`src/design/fca_pkg.sv`:
```
// ----------------------------------------------------------------------------
// fca_pkg
// Shared constants, codes and command structs of the frame cache allocator.
// ----------------------------------------------------------------------------
package fca_pkg;

    localparam int MAX_CPUS   = 8;
    localparam int CACHE_SIZE = 32;
    localparam int BATCH      = 16;
    localparam int RING_DEPTH = 1024;

    localparam int ID_W    = 10;
    localparam int LEN_W   = 16;
    localparam int FC_W    = 11;
    localparam int CPUID_W = 4;
    localparam int LVL_W   = 11;
    localparam int CLVL_W  = 6;
    localparam int CFG_W   = 4;
    localparam int CFGD_W  = 16;

    localparam int RING_AW = (RING_DEPTH > 1) ? $clog2(RING_DEPTH) : 1;
    localparam int RING_CW = $clog2(RING_DEPTH + 1);
    localparam int CPU_W   = (MAX_CPUS > 1) ? $clog2(MAX_CPUS) : 1;
    localparam int CA_W    = $clog2(MAX_CPUS * CACHE_SIZE);
    localparam int CF_W    = $clog2(CACHE_SIZE + 1);
    localparam int CNT_W   = $clog2(BATCH + 1);
    localparam int REFILL_LIM = (BATCH < CACHE_SIZE) ? BATCH : CACHE_SIZE;
    localparam int RELOAD_MAX = (RING_DEPTH < 1024) ? RING_DEPTH : 1024;

    localparam logic [CFG_W-1:0] CFG_FRAME_COUNT = 4'd0;
    localparam logic [CFG_W-1:0] CFG_FRAME_CAP   = 4'd1;
    localparam logic [LEN_W-1:0] CAP_RESET       = 16'd2048;

    localparam logic REQ_ALLOC   = 1'b0;
    localparam logic REQ_RELEASE = 1'b1;

    typedef enum logic [2:0] {
        ST_OK        = 3'd0,
        ST_NOT_SETUP = 3'd1,
        ST_OVERSIZE  = 3'd2,
        ST_BAD_CPU   = 3'd3,
        ST_EMPTY     = 3'd4
    } t_status;

    typedef struct packed {
        logic                pop;
        logic                push;
        logic [ID_W-1:0]     push_id;
        logic                reload;
        logic [RING_CW-1:0]  reload_n;
    } t_ring_cmd;

    typedef struct packed {
        logic                busy;
        logic [RING_CW-1:0]  fill;
    } t_ring_stat;

    typedef struct packed {
        logic [CPU_W-1:0]    cpu;
        logic                rd;
        logic [CA_W-1:0]     rd_addr;
        logic                wr;
        logic [CA_W-1:0]     wr_addr;
        logic [ID_W-1:0]     wr_data;
        logic                set_fill;
        logic [CF_W-1:0]     fill_val;
        logic                clear;
    } t_cache_cmd;

endpackage

```
`src/design/fca_cache.sv`:
```
// ----------------------------------------------------------------------------
// fca_cache
// Per-CPU LIFO caches: one synchronous id memory and a fill count per CPU.
// ----------------------------------------------------------------------------
module fca_cache (
    input  logic                          i_clk,
    input  logic                          i_rst_n,
    input  fca_pkg::t_cache_cmd           i_cmd,
    output logic [fca_pkg::ID_W-1:0]      o_rd_data,
    output logic [fca_pkg::CF_W-1:0]      o_fill
);

    logic [fca_pkg::ID_W-1:0] r_mem [fca_pkg::MAX_CPUS * fca_pkg::CACHE_SIZE];
    logic [fca_pkg::ID_W-1:0] r_rd_data;
    logic [fca_pkg::CF_W-1:0] r_fill [fca_pkg::MAX_CPUS];

    always_ff @(posedge i_clk) begin
        if (i_cmd.wr) begin
            r_mem[i_cmd.wr_addr] <= i_cmd.wr_data;
        end
        if (i_cmd.rd) begin
            r_rd_data <= r_mem[i_cmd.rd_addr];
        end
    end

    always_ff @(posedge i_clk) begin
        if (!i_rst_n || i_cmd.clear) begin
            for (int i = 0; i < fca_pkg::MAX_CPUS; i++) begin
                r_fill[i] <= '0;
            end
        end else if (i_cmd.set_fill) begin
            r_fill[i_cmd.cpu] <= i_cmd.fill_val;
        end
    end

    assign o_rd_data = r_rd_data;
    assign o_fill    = r_fill[i_cmd.cpu];

endmodule

```
`config.mk`:
```
export PLATFORM = sky130hd
export DESIGN_NAME = fca_cache
export DESIGN_NICKNAME = d
export VERILOG_FILES = /design/src/design/fca_pkg.sv /design/src/design/fca_cache.sv
export SDC_FILE = /design/constraint.sdc
export NUM_CORES = 2
export LEC_CHECK = 0
export CAP_MARGIN = 20
export CORE_ASPECT_RATIO = 0.5
export CORE_MARGIN = 2
export CORE_UTILIZATION = 55
export DETAILED_ROUTE_END_ITERATION = 16
export DONT_BUFFER_PORTS = 1
export HOLD_SLACK_MARGIN = 0.02
export PLACE_DENSITY = 0.7
export SLEW_MARGIN = 20
export SYNTH_ARGS = -nofsm -noshare
export SYNTH_HDL_FRONTEND = slang
export SYNTH_SLANG_ARGS = --single-unit
```
`constraint.sdc`:
```
create_clock -name i_clk -period 6.8 [get_ports i_clk]
set_input_delay 0.34 -clock i_clk [delete_from_list [all_inputs] [get_ports i_clk]]
set_output_delay 0.34 -clock i_clk [all_outputs]
set_load 0.03 [all_outputs]
```
==> metrics.csv <==
stage,metric,value,unit
clocking,Clock Latency Late Sink,0.87,ns
floorplanning,DIE AREA,189000,µm²
finish,Area Growth Syn to Fin,9.28,%
synthesis,leading area contributor after synthesis,edfxtp_1,
clocking,CTS Sinks,2618,
global_route,vias in the first global route,48600,
sta,fin. max-slew vios,0,
finish,final core utilization,60.7,%
global_route,Tot GR Track Use,26.2,%
routing,Routed WL,247000,µm
worst_setup_path,crit-path cells,buf_16 > buf_16 > buf_16 > buf_16 > mux4_2 > mux2i_1 > o22ai_1 > a211oi_1 > a211oi_2,
placement,Post-DP HPWL,135000,µm
floorplanning,row count,111,
clocking,CTS buffer count,222,
synthesis,"count leader, synth",edfxtp_1,
routing,DRT Pass-1 Iters,6,
synthesis,top cell type's share of synthesized area,77.1,%
synthesis,"EDFF count, synth",2618,
synthesis,synthesized flop and latch total,2618,
power,Power Density,283,nW/µm²
synthesis,adder-cell share of the synthesized area,0,%
clocking,# resized after CTS,0,
routing,Antenna Nets Post-Route,0,
worst_setup_path,CP arrival,5.65,ns
global_route,grt ovf,0,
power,Total Power,31.6,mW
worst_setup_path,slowest CP cell,a211oi_1,
sta,Finish-stage setup viols,0,
synthesis,"Cell Area, Synth",102000,µm²
floorplanning,I/O pins,57,
synthesis,Compound-Gate Fraction of Synth Area,3.15,%
synthesis,top post-synthesis cells by count,"edfxtp_1 (2618), mux4_2 (568), nor2_1 (310), mux2i_1 (197), nand2_1 (115)",
clocking,Worst-path clk slew,0.07,ns
worst_setup_path,Crit path max-delay family,buffers and inverters,
floorplanning,Die Wd,613,µm
power,Leakage Power,34.3,nW
worst_setup_path,CP required,7.38,ns
worst_setup_path,CP most frequent cell,buf_16,
synthesis,Synth async-reset ratio,0,%
global_route,global-route wire length before repair,354000,µm
clocking,TritonCTS clock tree,done,
synthesis,cell count after synthesis,4785,
sta,Max Freq,0.197,GHz
floorplanning,Core ar.,184000,µm²
global_route,largest net degree at the start of global routing,647,
sta,worst-margin pin slew,1.36,ns
global_route,initial antenna violation count,13,
synthesis,main combinational cell family by area after synthesis,multiplexers,
power,worst ir drop on vdd,0.000193,V
run_status,run status,"finished, final reports clean",
synthesis,Netlist cell types,59,
worst_setup_path,CP endpoint kind,flip-flop,
routing,vias post-DR,50000,
floorplanning,die span in y,309,µm
synthesis,Synth Area in XOR/XNOR,0,%
sta,Tcrit/Tclk final,74.6,%
hold_path,Worst Hold Class,input port to flip-flop,
worst_setup_path,Worst setup SP type,input port,
sta,RSZ-0062 raised after global routing,no,
clocking,Max Root-Sink Buffers,4,
synthesis,post-synthesis simple-gate area fraction,2.74,%
clocking,Root Buffer,clkbuf_16,
routing,drt wl/cell,33.0,µm
synthesis,Avg Inst Size Synth,21.3,µm²
clocking,H-tree depth,4,
routing,via/cell ratio,6.68,
floorplanning,Initial Util,55.5,%
sta,fin crit period,5.07,ns
finish,Final nets,4865,
synthesis,post-synthesis sequential area ratio,77.1,%
synthesis,synthesized net count,4826,
synthesis,Post-synth top flop,edfxtp_1,
synthesis,Area contributors post-synth,"edfxtp_1 (77%), mux4_2 (13%), mux2i_1 (1.9%), nor2_1 (1.1%), mux2_2 (0.49%)",
worst_setup_path,crit-path max FO,151,
placement,IO buf count,0,
synthesis,Yosys warnings,0,
sta,total negative slack,0,ns
routing,1st-iter DRT viols,7661,
synthesis,proportion of synthesized area in mux cells,15.2,%
run,Max Cap Viol,0,
worst_setup_path,max incr delay on CP,0.89,ns
sta,max_slew headroom,9.65,%
sta,number of failing hold endpoints at the final stage,0,
sta,clock skew,0.0452,ns
finish,share of layout cells above drive strength 1,20.7,%
routing,DRC viols,0,
placement,GPL Wtd Cong,0.860,
worst_setup_path,Worst Setup Path Type,input port to flip-flop,
worst_setup_path,"Buf+Inv Stages, Crit Path",4,
report_power, final:
part	switching, mW	leakage [nW]	total [mW]	internal, mW
clock	5.63	3.31	12.2	6.62
combinational	0.930	7.33	1.48	0.545
sequential	0.0484	23.6	17.9	17.8
total	6.60	34.3	31.6	25.0
cell type report:
cell class / count / area, µm²
flip-flops and latches: 2618 / 78600
fillers: 12500 / 72300
inverters: 4 / 16.3
diodes: 2 / 5.00
clock buffers: 274 / 5770
multi-input cells: 1876 / 21600
well taps: 2486 / 3110
clock inverters: 117 / 1000
repair buffers: 102 / 1360
kinds of logic after synthesis:
logic type,after synthesis
AOI/OAI and AO/OA,434
buffers and inverters,291
DFF,2618
muxes,818
and+or+nand+nor,624
worst reg2reg max path, stage by stage (launching register included):
cell and delay [ns]:
edfxtp_1 0.38, mux4_2 0.49, a22o_1 0.30, a221oi_1 0.39, o22ai_1 0.27, a211oi_1 0.83
a211oi_1 0.10
registers in the layout (all words and copies together), names as in the netlist:
signal and count:
o_rd_data 10, r_fill 48, r_mem 2560
metrics by stage:
stage | instances | setup slack [ns] | hold slack [ns] | area (µm²)
global route | 7477 | 1.30 | 0.0564 | 111000
detailed placement | 7021 | 3.27 | 0.452 | 104000
floorplan | 4785 | 4.35 | 0.439 | 102000
global placement | 7020 | 2.83 | 0.456 | 104000
CTS | 7441 | 3.75 | 0.0235 | 111000
finish | 7479 | 1.73 | 0.0735 | 111000
metal layers:
layer	GRT usage [%]	routed length [µm]
met2	39.2	113000
met3	6.74	28400
met5	0	34
met4	7.53	7410
met1	38.6	98000
final timing paths:
check / slack (ns) / endpoint / cells after the start / start
worst min register to register: 1.13 / o_rd_data[0]$_DFFE_PP_ / 4 / r_mem[68][0]$_DFFE_PP_
worst min-delay path: 0.07 / o_rd_data[4]$_DFFE_PP_ / 2 / i_cmd[32]
worst max register to register: 3.75 / o_rd_data[4]$_DFFE_PP_ / 6 / r_mem[119][4]$_DFFE_PP_
worst max-delay path: 1.73 / o_rd_data[1]$_DFFE_PP_ / 9 / i_cmd[27]
cell usage in the layout, fill, tap and decap left out, drive strengths merged, types with 4 or more instances in the layout:
| cell type | netlist | layout |
|---|---|---|
| mux4 | 575 | 575 |
| o22ai | 43 | 43 |
| nand3b | 6 | 6 |
| clkinvlp | 0 | 7 |
| nor2b | 22 | 22 |
| a222oi | 4 | 4 |
| inv | 4 | 6 |
| dlygate4sd3 | 0 | 29 |
| nand2b | 14 | 14 |
| a22oi | 44 | 44 |
| clkinv | 0 | 92 |
| o21ai | 41 | 41 |
| clkbuf | 103 | 277 |
| nand3 | 36 | 36 |
| nor2 | 310 | 310 |
| a32oi | 12 | 12 |
| mux2 | 46 | 46 |
| o31ai | 4 | 4 |
| a22o | 40 | 40 |
| nor3 | 25 | 25 |
| nor4 | 4 | 4 |
| o221ai | 49 | 49 |
| a221oi | 51 | 51 |
| a211oi | 26 | 26 |
| a21oi | 66 | 66 |
| buf | 184 | 70 |
| bufinv | 0 | 16 |
| mux2i | 197 | 197 |
| nand4 | 14 | 14 |
| and2 | 57 | 57 |
| a221o | 5 | 5 |
| a31oi | 11 | 11 |
| o32ai | 9 | 9 |
| and3 | 11 | 11 |
| a2111oi | 7 | 7 |
| o211ai | 12 | 12 |
| nand2 | 115 | 115 |
| o2111ai | 5 | 5 |
| edfxtp | 2618 | 2618 |
| or2 | 4 | 4 |
timing repair:
item / CTS / global route
hold endpoints to repair: 2630 / 580
hold buffers: 29 / 10
buffers inserted: 0 / 0
Note: power is estimated with default switching activity, not from simulation.
